**config.mk**
```make
export PLATFORM = sky130hd
export DESIGN_NAME = swap_readahead_window_top
export DESIGN_NICKNAME = d
export VERILOG_FILES = /design/src/rtl/swr_pkg.sv /design/src/rtl/swap_readahead_window_top.sv /design/src/rtl/swr_front.sv /design/src/rtl/swr_queue.sv /design/src/rtl/swr_back.sv
export SDC_FILE = /design/constraint.sdc
export NUM_CORES = 1
export LEC_CHECK = 0
export BUFFER_PORTS_ARGS = -buffer_cell sky130_fd_sc_hd__clkbuf_2
export CAP_MARGIN = 20
export CORE_ASPECT_RATIO = 1.75
export CORE_MARGIN = 1.5
export CORE_UTILIZATION = 50
export CTS_CLUSTER_SIZE = 30
export DETAILED_ROUTE_END_ITERATION = 10
export PLACE_DENSITY = 0.68
export SLEW_MARGIN = 25
export SYNTH_ARGS = -nofsm -noshare
export SYNTH_HDL_FRONTEND = slang
export SYNTH_HIERARCHICAL = 1
export SYNTH_SLANG_ARGS = --single-unit
```
**constraint.sdc**
```tcl
create_clock -name clk -period 11.5 [get_ports clk]
set_clock_uncertainty 0.2 [all_clocks]
set_input_delay 1.15 -clock clk [delete_from_list [all_inputs] [get_ports clk]]
set_output_delay 1.15 -clock clk [all_outputs]
set_load 0.01 [all_outputs]
```
**src/rtl/swr_pkg.sv**
```systemverilog
// swr_pkg: shared constants and types for the swap readahead window block
// no dependencies; used by every module under rtl

package swr_pkg;

    // default parameter values for the top level
    localparam int MAX_WINDOW_DEF = 8;
    localparam int PAGE_BITS_DEF  = 36;

    // fixed field widths
    localparam int HITS_W = 8;
    localparam int ROOM_W = 4;
    localparam int WIN_W  = 4;

    // reset value of the max_window register
    localparam logic [WIN_W-1:0] MAX_WINDOW_RST = 4'd8;

    // depth of the queue between front and back
    localparam int QUEUE_DEPTH = 2;

    // run description handed from front to back (page travels beside it)
    typedef struct packed {
        logic             up;
        logic [WIN_W-1:0] count;
    } swr_cmd_t;

endpackage

```
**src/rtl/swap_readahead_window_top.sv**
```systemverilog
// swap_readahead_window_top: top level of the swap readahead window block
// depends on swr_pkg, swr_front, swr_queue, swr_back
//
// channel  dir  handshake              payload
// s_       in   s_tvalid / s_tready    s_tdata: fault_page, hits, queue_room
// m_       out  m_tvalid / m_tready    m_tdata: prefetch_page; m_tlast: last
// cfg_     in   cfg_valid / cfg_ready  cfg_data: max_window
//
// a fault is taken whenever the run queue has a free entry
// the walker loads a run from the queue, then emits one page per cycle
// while m_tready does not stall the output register
// m_ holds its transfer while m_tready is low; the queue absorbs two runs
// reset clears the state, the queue and sets max_window to 8

module swap_readahead_window_top #(
    parameter int MAX_WINDOW = swr_pkg::MAX_WINDOW_DEF,
    parameter int PAGE_BITS  = swr_pkg::PAGE_BITS_DEF
) (
    input  logic                              clk,
    input  logic                              rst_n,
    input  logic                              cfg_valid,
    output logic                              cfg_ready,
    input  logic [swr_pkg::WIN_W-1:0]         cfg_data,
    input  logic                              s_tvalid,
    output logic                              s_tready,
    // fault_page, hits, queue_room, zero fill
    input  logic [((PAGE_BITS+swr_pkg::HITS_W+swr_pkg::ROOM_W+7)/8)*8-1:0] s_tdata,
    output logic                              m_tvalid,
    input  logic                              m_tready,
    // prefetch_page, zero fill
    output logic [((PAGE_BITS+7)/8)*8-1:0]    m_tdata,
    output logic                              m_tlast
);

    localparam int HW    = swr_pkg::HITS_W;
    localparam int RW    = swr_pkg::ROOM_W;
    localparam int OUT_W = ((PAGE_BITS + 7) / 8) * 8;
    localparam int QW    = PAGE_BITS + $bits(swr_pkg::swr_cmd_t);

    logic                     push;
    logic                     pop;
    logic                     full;
    logic                     empty;
    logic [PAGE_BITS-1:0]     push_page;
    swr_pkg::swr_cmd_t        push_cmd;
    logic [QW-1:0]            rd_data;
    logic [PAGE_BITS-1:0]     run_page;
    swr_pkg::swr_cmd_t        run_cmd;
    logic [PAGE_BITS-1:0]     out_page;

    // window computation and state
    swr_front #(
        .MAX_WINDOW (MAX_WINDOW),
        .PAGE_BITS  (PAGE_BITS)
    ) u_front (
        .clk        (clk),
        .rst_n      (rst_n),
        .cfg_valid  (cfg_valid),
        .cfg_ready  (cfg_ready),
        .cfg_data   (cfg_data),
        .in_valid   (s_tvalid),
        .in_ready   (s_tready),
        .fault_page (s_tdata[PAGE_BITS-1:0]),
        .hits       (s_tdata[PAGE_BITS+HW-1:PAGE_BITS]),
        .queue_room (s_tdata[PAGE_BITS+HW+RW-1:PAGE_BITS+HW]),
        .push       (push),
        .full       (full),
        .push_page  (push_page),
        .push_cmd   (push_cmd)
    );

    // run queue between front and back
    swr_queue #(
        .WIDTH   (QW),
        .DEPTH   (swr_pkg::QUEUE_DEPTH)
    ) u_queue (
        .clk     (clk),
        .rst_n   (rst_n),
        .push    (push),
        .wr_data ({push_cmd, push_page}),
        .full    (full),
        .pop     (pop),
        .rd_data (rd_data),
        .empty   (empty)
    );

    assign run_page = rd_data[PAGE_BITS-1:0];
    assign run_cmd  = rd_data[QW-1:PAGE_BITS];

    // prefetch page walker
    swr_back #(
        .PAGE_BITS (PAGE_BITS)
    ) u_back (
        .clk       (clk),
        .rst_n     (rst_n),
        .empty     (empty),
        .pop       (pop),
        .run_page  (run_page),
        .run_cmd   (run_cmd),
        .out_valid (m_tvalid),
        .out_ready (m_tready),
        .out_page  (out_page),
        .out_last  (m_tlast)
    );

    assign m_tdata = OUT_W'(out_page);

endmodule

```
**src/rtl/swr_front.sv**
```systemverilog
// swr_front: accepts fault transfers, computes the readahead window and
// keeps the previous page and window; depends on swr_pkg

module swr_front #(
    parameter int MAX_WINDOW = swr_pkg::MAX_WINDOW_DEF,
    parameter int PAGE_BITS  = swr_pkg::PAGE_BITS_DEF
) (
    input  logic                         clk,
    input  logic                         rst_n,
    // configuration write
    input  logic                         cfg_valid,
    output logic                         cfg_ready,
    input  logic [swr_pkg::WIN_W-1:0]    cfg_data,
    // fault fields
    input  logic                         in_valid,
    output logic                         in_ready,
    input  logic [PAGE_BITS-1:0]         fault_page,
    input  logic [swr_pkg::HITS_W-1:0]   hits,
    input  logic [swr_pkg::ROOM_W-1:0]   queue_room,
    // queue write side
    output logic                         push,
    input  logic                         full,
    output logic [PAGE_BITS-1:0]         push_page,
    output swr_pkg::swr_cmd_t            push_cmd
);

    localparam int WW = swr_pkg::WIN_W;
    localparam logic [WW-1:0] CAP_LIM = WW'((MAX_WINDOW > 15) ? 15 : MAX_WINDOW);

    logic [WW-1:0]        max_window_reg;
    logic [PAGE_BITS-1:0] prev_page_reg;
    logic [WW-1:0]        prev_win_reg;

    logic                 accept;
    logic                 up;
    logic                 adjacent;
    logic [PAGE_BITS-1:0] prev_inc;
    logic [PAGE_BITS-1:0] prev_dec;
    logic [WW:0]          raw_win;
    logic [WW-1:0]        cap;
    logic [WW-1:0]        capped_win;
    logic [WW-1:0]        half_prev;
    logic [WW-1:0]        win;
    logic [WW:0]          room_plus;
    logic [WW-1:0]        used;
    logic [WW-1:0]        count;

    assign cfg_ready = 1'b1;
    assign in_ready  = !full;
    assign accept    = in_valid && in_ready;

    // direction and adjacency against the previous fault
    assign up       = fault_page > prev_page_reg;
    assign prev_inc = prev_page_reg + PAGE_BITS'(1);
    assign prev_dec = prev_page_reg - PAGE_BITS'(1);
    assign adjacent = (fault_page == prev_inc) || (fault_page == prev_dec);

    // window from hits, clipped at 16 since the cap never exceeds 15
    always_comb
    begin
        if (hits == '0)
            raw_win = adjacent ? (WW+1)'(2) : (WW+1)'(1);
        else if (hits <= swr_pkg::HITS_W'(2))
            raw_win = (WW+1)'(4);
        else if (hits <= swr_pkg::HITS_W'(6))
            raw_win = (WW+1)'(8);
        else
            raw_win = (WW+1)'(16);
    end

    // configured cap, limited to the build maximum and at least one
    always_comb
    begin
        cap = (max_window_reg > CAP_LIM) ? CAP_LIM : max_window_reg;
        if (cap == '0)
            cap = WW'(1);
    end

    // cap, floor at half the previous window, then limit by queue room
    always_comb
    begin
        capped_win = (raw_win > {1'b0, cap}) ? cap : raw_win[WW-1:0];
        half_prev  = prev_win_reg >> 1;
        win        = (capped_win < half_prev) ? half_prev : capped_win;
        room_plus  = {1'b0, queue_room} + (WW+1)'(1);
        used       = ({1'b0, win} > room_plus) ? room_plus[WW-1:0] : win;
        count      = used - WW'(1);
    end

    // run goes to the queue only when it emits something
    assign push           = accept && (count != '0);
    assign push_page      = fault_page;
    assign push_cmd.up    = up;
    assign push_cmd.count = count;

    // configuration register and per-fault state
    always_ff @(posedge clk or negedge rst_n)
    begin
        if (!rst_n)
        begin
            max_window_reg <= swr_pkg::MAX_WINDOW_RST;
            prev_page_reg  <= '0;
            prev_win_reg   <= '0;
        end
        else
        begin
            if (cfg_valid && cfg_ready)
                max_window_reg <= cfg_data;
            if (accept)
            begin
                prev_page_reg <= fault_page;
                prev_win_reg  <= used;
            end
        end
    end

endmodule

```
**src/rtl/swr_queue.sv**
```systemverilog
// swr_queue: short register queue carrying runs from front to back
// depends on swr_pkg for the default depth

module swr_queue #(
    parameter int WIDTH = 8,
    parameter int DEPTH = swr_pkg::QUEUE_DEPTH
) (
    input  logic             clk,
    input  logic             rst_n,
    input  logic             push,
    input  logic [WIDTH-1:0] wr_data,
    output logic             full,
    input  logic             pop,
    output logic [WIDTH-1:0] rd_data,
    output logic             empty
);

    localparam int PW = (DEPTH > 1) ? $clog2(DEPTH) : 1;
    localparam int CW = $clog2(DEPTH + 1);

    logic [WIDTH-1:0] entry_reg [DEPTH];
    logic [PW-1:0]    wr_ptr_reg;
    logic [PW-1:0]    rd_ptr_reg;
    logic [CW-1:0]    fill_reg;
    logic [PW-1:0]    wr_ptr_next;
    logic [PW-1:0]    rd_ptr_next;
    logic [CW-1:0]    fill_next;

    assign full    = (fill_reg == CW'(DEPTH));
    assign empty   = (fill_reg == '0);
    assign rd_data = entry_reg[rd_ptr_reg];

    // pointer and fill bookkeeping
    always_comb
    begin
        wr_ptr_next = wr_ptr_reg;
        rd_ptr_next = rd_ptr_reg;
        fill_next   = fill_reg;
        if (push)
            wr_ptr_next = (wr_ptr_reg == PW'(DEPTH - 1)) ? '0 : wr_ptr_reg + PW'(1);
        if (pop)
            rd_ptr_next = (rd_ptr_reg == PW'(DEPTH - 1)) ? '0 : rd_ptr_reg + PW'(1);
        if (push && !pop)
            fill_next = fill_reg + CW'(1);
        else if (pop && !push)
            fill_next = fill_reg - CW'(1);
    end

    always_ff @(posedge clk or negedge rst_n)
    begin
        if (!rst_n)
        begin
            wr_ptr_reg <= '0;
            rd_ptr_reg <= '0;
            fill_reg   <= '0;
        end
        else
        begin
            wr_ptr_reg <= wr_ptr_next;
            rd_ptr_reg <= rd_ptr_next;
            fill_reg   <= fill_next;
        end
    end

    // storage, no reset needed
    always_ff @(posedge clk)
    begin
        if (push)
            entry_reg[wr_ptr_reg] <= wr_data;
    end

`ifndef NO_ASSERTIONS
    a_no_overflow : assert property (@(posedge clk) disable iff (!rst_n)
        full |-> !push)
        else $error("queue written while full");
    a_no_underflow : assert property (@(posedge clk) disable iff (!rst_n)
        empty |-> !pop)
        else $error("queue read while empty");
    a_fill_step : assert property (@(posedge clk) disable iff (!rst_n)
        (push && !pop) |=> (fill_reg == $past(fill_reg) + CW'(1)))
        else $error("queue fill did not follow a lone write");
`endif

endmodule

```
**src/rtl/swr_back.sv**
```systemverilog
// swr_back: walks one run at a time, one prefetch page per transfer
// depends on swr_pkg for the run description

module swr_back #(
    parameter int PAGE_BITS = swr_pkg::PAGE_BITS_DEF
) (
    input  logic                  clk,
    input  logic                  rst_n,
    // queue read side
    input  logic                  empty,
    output logic                  pop,
    input  logic [PAGE_BITS-1:0]  run_page,
    input  swr_pkg::swr_cmd_t     run_cmd,
    // result register
    output logic                  out_valid,
    input  logic                  out_ready,
    output logic [PAGE_BITS-1:0]  out_page,
    output logic                  out_last
);

    localparam int WW = swr_pkg::WIN_W;

    logic                 busy_reg;
    logic                 up_reg;
    logic [WW-1:0]        left_reg;
    logic [PAGE_BITS-1:0] page_reg;
    logic                 out_valid_reg;
    logic [PAGE_BITS-1:0] out_page_reg;
    logic                 out_last_reg;

    logic                 out_free;
    logic                 step;
    logic [PAGE_BITS-1:0] page_next;

    assign out_free  = !out_valid_reg || out_ready;
    assign step      = busy_reg && out_free;
    assign pop       = !busy_reg && !empty;
    assign page_next = up_reg ? page_reg + PAGE_BITS'(1) : page_reg - PAGE_BITS'(1);

    assign out_valid = out_valid_reg;
    assign out_page  = out_page_reg;
    assign out_last  = out_last_reg;

    // run walker control
    always_ff @(posedge clk or negedge rst_n)
    begin
        if (!rst_n)
        begin
            busy_reg      <= 1'b0;
            left_reg      <= '0;
            out_valid_reg <= 1'b0;
        end
        else
        begin
            if (pop)
            begin
                busy_reg <= 1'b1;
                left_reg <= run_cmd.count;
            end
            else if (step)
            begin
                busy_reg <= (left_reg != WW'(1));
                left_reg <= left_reg - WW'(1);
            end
            if (step)
                out_valid_reg <= 1'b1;
            else if (out_ready)
                out_valid_reg <= 1'b0;
        end
    end

    // run payload and result register
    always_ff @(posedge clk)
    begin
        if (pop)
        begin
            page_reg <= run_page;
            up_reg   <= run_cmd.up;
        end
        else if (step)
            page_reg <= page_next;
        if (step)
        begin
            out_page_reg <= page_next;
            out_last_reg <= (left_reg == WW'(1));
        end
    end

`ifndef NO_ASSERTIONS
    a_busy_has_work : assert property (@(posedge clk) disable iff (!rst_n)
        busy_reg |-> (left_reg != '0))
        else $error("walker busy with no pages left");
    a_last_ends_run : assert property (@(posedge clk) disable iff (!rst_n)
        (step && (left_reg == WW'(1))) |=> (!busy_reg && out_last_reg))
        else $error("final page did not end the run");
`endif

endmodule

```
==> results_dict.tcl, run 1 <==
set metrics [dict create \
    setup.worst_path.class "flip-flop to flip-flop" \
    power.ir.vdd_worst_mv 0.148 \
    max_stage_delay_ns 0.98 \
    hpwl_um 27200 \
    hold_violations 0 \
    p_int_mw 2.65 \
    pin_count 101 \
    grt_max_degree 54 \
    die_y_um 227 \
    dr_total_vias 10554 \
    pwr-share-clk_pct 17.2 \
    p_leak_nw 6.39 \
    post_drt_wl_per_cell_um 19.7 \
    clk_pin_slew_ns 0.06 \
    fin_crit_sh_pct 92.0 \
    antenna_found_initial 1 \
    cellPowerDensity_nw_per_um2 286 \
    timing.hold.ws_ns 0.293 \
    grt_usage_pct 24.5 \
    p_sw_mw 1.79 \
    hold_buffers 0 \
    cts_made_buffers 22 \
    yosysWarnings 6 \
    r2r_start "u_front/prev_page_reg[21]" \
    layout-drive-gt1-share_pct 18.3 \
    crit_path_top_delay_cell "a2111oi_0" \
    critPathMaxFanout 41 \
    drc 0 \
    postCtsSetupBuffers 0 \
    hold_class "flip-flop to flip-flop" \
    critPathLaunchType "flip-flop" \
    fin_nets 1558 \
    area_growth_pct 8.45 \
    cts_num_sinks 209 \
    tns_ns 0 \
    initial_core_util_pct 51.1 \
    ys_seq_elements 209 \
    required_ns 11.45 \
    h-tree-depth 1 \
    top_layer "met4" \
    drv_cap 0 \
    syn-instance-count 1378 \
    synth_edf_count 156 \
    root_buffer "clkbuf_16" \
    p_sw_share_pct 40.3 \
    final_util_pct 55.4 \
    reg2reg_setup_slack_ns 0.92 \
    final_antenna_net_count 0 \
    wl_met1_um 13800 \
    synth_cell_type_count 88 \
    yosysMostFrequentCell "edfxtp_1" \
    grt_pass1_wl_um 55800 \
    yosysTopAreaCellShare_pct 32.8 \
    grt_pass1_vias 10600 \
    die_area_um2 29600 \
    drt_iter0_markers 619 \
    num_rows 81 \
    clock_latency_ns 0.51 \
    port_buffers 95 \
    synthTopCellsByArea "edfxtp_1, dfrtp_1, ha_1" \
    gp_congestion 0.997 \
    setup_viol 0 \
    wl_um 35500 \
    status "complete, no violations" \
    largest_register_ffs 82 \
    synth_largest_area_cell "edfxtp_1" \
    slew_violations 0 \
    clock_path_buffers 3 \
    core_um2 28000 \
    ctsResizeCount 0 \
    cts_tree "yes" \
    wl_met2_um 19100 \
    syn_area_um2 14300 \
    grt-ovfl-total 0 \
    vias_per_cell 5.86 \
    ys_top_cells_by_count "edfxtp_1, nand2_1, nor2_1" \
    crit_end "u_queue/entry_reg[1][30]" \
    worstReg2RegEnd "u_queue/entry_reg[1][30]" \
    rr_worst_depth 35 \
    syn_avg_cell_area_um2 10.4 \
    dr.pass1.iters 5 \
    async_flop_share_pct 25.4 \
    crit_path_end_kind "flip-flop" \
    finalCriticalPeriod_ns 10.58 \
    die_w_um 131 \
    yosysSeqAreaShare_pct 42.1 \
    startpoint "u_front/prev_page_reg[21]" \
    p_seq_share_pct 33.8 \
    fmax_ghz 0.0946 \
    relSlewSlack_pct 19.2 \
    wl_met3_um 1120 \
    p_comb_share_pct 49.0 \
    arrival_ns 10.52 \
    rsz0062_at_grt "no" \
    synth_ff_type "edfxtp_1" \
    worst_pin_slew_ns 1.18 \
]
cell type report:
cell class | instances | area, µm²
clock inverters | 11 | 169
clock buffers | 29 | 608
inverters | 69 | 259
diodes | 1 | 2.50
repair buffers | 109 | 581
multi-input cells | 1001 | 7390
flip-flops and latches | 209 | 6010
well taps | 373 | 467
fillers | 2545 | 12500
per-stage QoR:
| step | power (mW) | instance area (µm²) | instances | setup WS (ns) |
|---|---|---|---|---|
| detailed placement | 3.66 | 14700 | 1761 | 0.909 |
| global route | 4.75 | 15500 | 1802 | 0.441 |
| global placement | 3.61 | 14700 | 1761 | 1.11 |
| floorplan | 3.14 | 14300 | 1381 | 1.37 |
| finish | 4.43 | 15500 | 1802 | 0.925 |
| CTS | 4.45 | 15500 | 1801 | 1.16 |
logic make-up after synthesis:
family	after synthesis	synth area share (%)
other	2	0.0526
muxes	94	8.38
adders and majority gates	89	7.85
and+or+nand+nor	431	15.5
xor gates and xnor gates	106	6.50
DFF	209	42.1
AOI/OAI and AO/OA	276	13.3
buffers and inverters	171	6.31
worst max-delay path, delay by kind of cell (launching register included):
kind,cells,cell delay (ns)
xor gates and xnor gates,1,0.25
AOI/OAI and AO/OA,14,3.93
buffers and inverters,4,0.72
and+or+nand+nor,12,3.54
adders and majority gates,4,1.03
DFF,1,0.49
per-layer routing:
metal  vias to the layer above  GRT usage, %
met2                       259          46.0
met5                         -             0
met3                        82          2.27
met1                      5102          27.3
met4                         0          11.6
li1                       5111             -
how the worst min path moves through the flow:
stage / from / end / slack [ns] / cells after the start
after floorplan: u_queue/wr_ptr_reg / u_queue/wr_ptr_reg / 0.26 / 1
after global placement: u_queue/fill_reg[1] / u_queue/fill_reg[1] / 0.27 / 1
after detailed placement: u_queue/fill_reg[1] / u_queue/fill_reg[1] / 0.28 / 1
after CTS: u_queue/fill_reg[1] / u_queue/fill_reg[1] / 0.29 / 1
after global routing: u_queue/fill_reg[1] / u_queue/fill_reg[1] / 0.32 / 1
final: u_queue/fill_reg[1] / u_queue/fill_reg[1] / 0.29 / 1
power groups by stage:
stage               combinational (mW)  clock, mW  sequential (mW)
finish                            2.17      0.764             1.50
global route                      2.40      0.811             1.54
global placement                  2.12          0             1.49
detailed placement                2.15          0             1.51
floorplan                         1.72          0             1.42
CTS                               2.17      0.785             1.49
placed cells by master (no fill, tap or decap), types with 12 or more instances in the layout:
cell       count
a211oi_1      12
nor4_1        22
buf_4         14
edfxtp_1     156
dfrtp_1       51
nor2_1        92
mux2_4        39
or3_1         16
inv_1         68
clkbuf_16     23
a21o_1        42
nor3_1        29
o21ai_0       41
nand2b_1      13
xnor2_1       57
clkbuf_2      95
mux2_2        49
nand4_1       41
nand3_1       31
nand2_1      119
ha_1          88
a21oi_1       66
xor2_1        49
Power figures use the tool's default switching activity.
==> inputs of run 2 (changes only) <==
- PLACE_DENSITY: 0.68 -> 0.71
- clock period: 11.5 -> 9.25 ns (I/O delays scaled with it)
==> run 2 against run 1 <==
Against the previous run:
- flip-flop and latch count is the same
- non-clock buffer count grew 33
- utilization grew 0.73 points
- combinational power grew 29%
- clock power grew 12%
- total power grew 24%
- design area grew 1.3%
- cell count grew 1.7%
- via count grew 0.86%
- worst setup slack lost 0.40 ns
==> results_dict.tcl, run 2 (same netlist as run 1, synthesis figures left out) <==
set metrics [dict create \
    crit_path_top_delay_cell "or4b_1" \
    die_area_um2 29600 \
    multiInputGateArea_um2 7410 \
    largest_register_ffs 82 \
    cts_tree "yes" \
    layout-drive-gt1-share_pct 20.4 \
    drt_iter0_markers 733 \
    setup_viol 0 \
    grt_util_met1_pct 27.3 \
    p_seq_share_pct 33.5 \
    grt_pass1_wl_um 55600 \
    status "complete, no violations" \
    h-tree-depth 1 \
    hold_buffers 0 \
    timing.hold.ws_ns 0.299 \
    slew_violations 0 \
    num_rows 81 \
    postCtsSetupBuffers 0 \
    initial_core_util_pct 51.1 \
    vias_per_cell 5.81 \
    hold_class "flip-flop to flip-flop" \
    dr_total_vias 10645 \
    final_antenna_net_count 0 \
    die_w_um 131 \
    path_common_cell "ha_1" \
    grt_usage_pct 24.4 \
    pwr-share-clk_pct 15.6 \
    drv_cap 0 \
    place_inst 1794 \
    grt_pass1_vias 10594 \
    use_met2_pct 44.4 \
    cts_num_sinks 209 \
    cellPowerDensity_nw_per_um2 351 \
    p_sw_mw 2.26 \
    grt-ovfl-total 0 \
    p_int_mw 3.26 \
    fin_crit_sh_pct 94.3 \
    grt_max_degree 54 \
    finalCriticalPeriod_ns 8.73 \
    max_stage_delay_ns 0.58 \
    fin_nets 1590 \
    post_drt_wl_per_cell_um 19.4 \
    core_um2 28000 \
    relSlewSlack_pct 37.8 \
    wl_um 35500 \
    layout_common_cells "edfxtp_1, nand2_1, clkbuf_2, nor2_1, ha_1" \
    seq_area_um2 6010 \
    crit_path_end_kind "flip-flop" \
    fmax_ghz 0.115 \
    gp_congestion 0.919 \
    grt_use_met3_pct 2.34 \
    hpwl_um 27300 \
    fillers 2508 \
    fin_cells 1833 \
    dr.pass1.iters 5 \
    worst_pin_slew_ns 0.920 \
    layout_commonest_cell "edfxtp_1" \
    port_buffers 95 \
    p_sw_share_pct 41.0 \
    die_y_um 227 \
    power.ir.vdd_worst_mv 0.148 \
    cts_made_buffers 21 \
    tns_ns 0 \
    critPathMaxFanout 41 \
    pin_count 101 \
    clock_path_buffers 3 \
    clk_pin_slew_ns 0.07 \
    area_growth_pct 9.87 \
    top_usage_layer "met2" \
    drc 0 \
    root_buffer "clkbuf_16" \
    clock_latency_ns 0.51 \
    arrival_ns 8.72 \
    hold_violations 0 \
    rsz0062_at_grt "no" \
    antenna_found_initial 2 \
    setup.worst_path.class "flip-flop to flip-flop" \
    required_ns 9.25 \
    critPathLaunchType "flip-flop" \
    p_comb_share_pct 50.9 \
    p_leak_nw 6.52 \
]
==> run 2: changes by cell type in the layout (fill, tap and decap cells not counted), moves of 2 or more <==
cell and change:
buf_4 +31, clkbuf_16 -2, nor3_1 -2, bufinv_16 -2
buf_12 +2, clkbuf_1 -2, nor3_2 +2, inv_8 +2
==> run 2: final cells by class <==
class | count | share of cell area, %
well taps | 373 | 2.97
flip-flops and latches | 209 | 38.3
clock buffers | 24 | 3.42
clock inverters | 13 | 0.917
repair buffers | 142 | 5.44
diodes | 2 | 0.0319
inverters | 69 | 1.65
multi-input cells | 1001 | 47.2
==> run 2: stage by stage <==
stage / area [µm²] / util (%) / setup WS, ns / power [mW]
after floorplan: 14300 / - / 0.120 / 3.90
after global placement: 15000 / 53.6 / 0.257 / 4.56
after detailed placement: 15000 / 53.6 / 0.108 / 4.64
after CTS: 15700 / 56.0 / 0.194 / 5.51
after global routing: 15700 / 56.1 / 0.0324 / 5.90
final: 15700 / 56.1 / 0.524 / 5.51
==> run 2: repair_timing <==
item                                   CTS  global route
setup endpoints to repair                0            85
endpoints found under the hold margin    0             0
gates resized for setup                  0             7
==> run 2: critical path, delay by kind of cell, from the launching register on <==
family,cells,cell delay (ns)
compound gates,15,2.98
xor+xnor,1,0.14
fa+ha+maj,5,1.20
buf+inv,8,1.15
flops,1,0.46
simple gates,11,2.26
==> run 2: worst paths after layout <==
check | start | endpoint | slack (ns) | cells after the start
hold reg to reg | u_queue/fill_reg[1] | u_queue/fill_reg[1] | 0.30 | 1
setup reg to reg | u_front/prev_page_reg[1] | u_queue/entry_reg[0][34] | 0.52 | 40
setup / recovery | u_front/prev_page_reg[1] | u_queue/entry_reg[0][34] | 0.52 | 40
min in group asynchronous | rst_n | u_front/prev_win_reg[3] | 0.38 | 2
max in group asynchronous | rst_n | u_queue/rd_ptr_reg | 7.92 | 2
hold / removal | u_queue/fill_reg[1] | u_queue/fill_reg[1] | 0.30 | 1
==> run 2: layer usage <==
| layer | vias to the layer above | wire (µm) |
|---|---|---|
| li1 | 5165 | - |
| met1 | 5093 | 13700 |
| met2 | 277 | 18500 |
| met3 | 110 | 1180 |
| met4 | 0 | 2150 |
| met5 | - | 0 |
==> run 2: power groups by stage <==
stage	clock network, mW	registers, mW	logic [mW]
finish	0.858	1.85	2.81
global route	0.915	1.90	3.09
CTS	0.880	1.84	2.79
detailed placement	0	1.86	2.78
global placement	0	1.85	2.72
floorplan	0	1.76	2.14
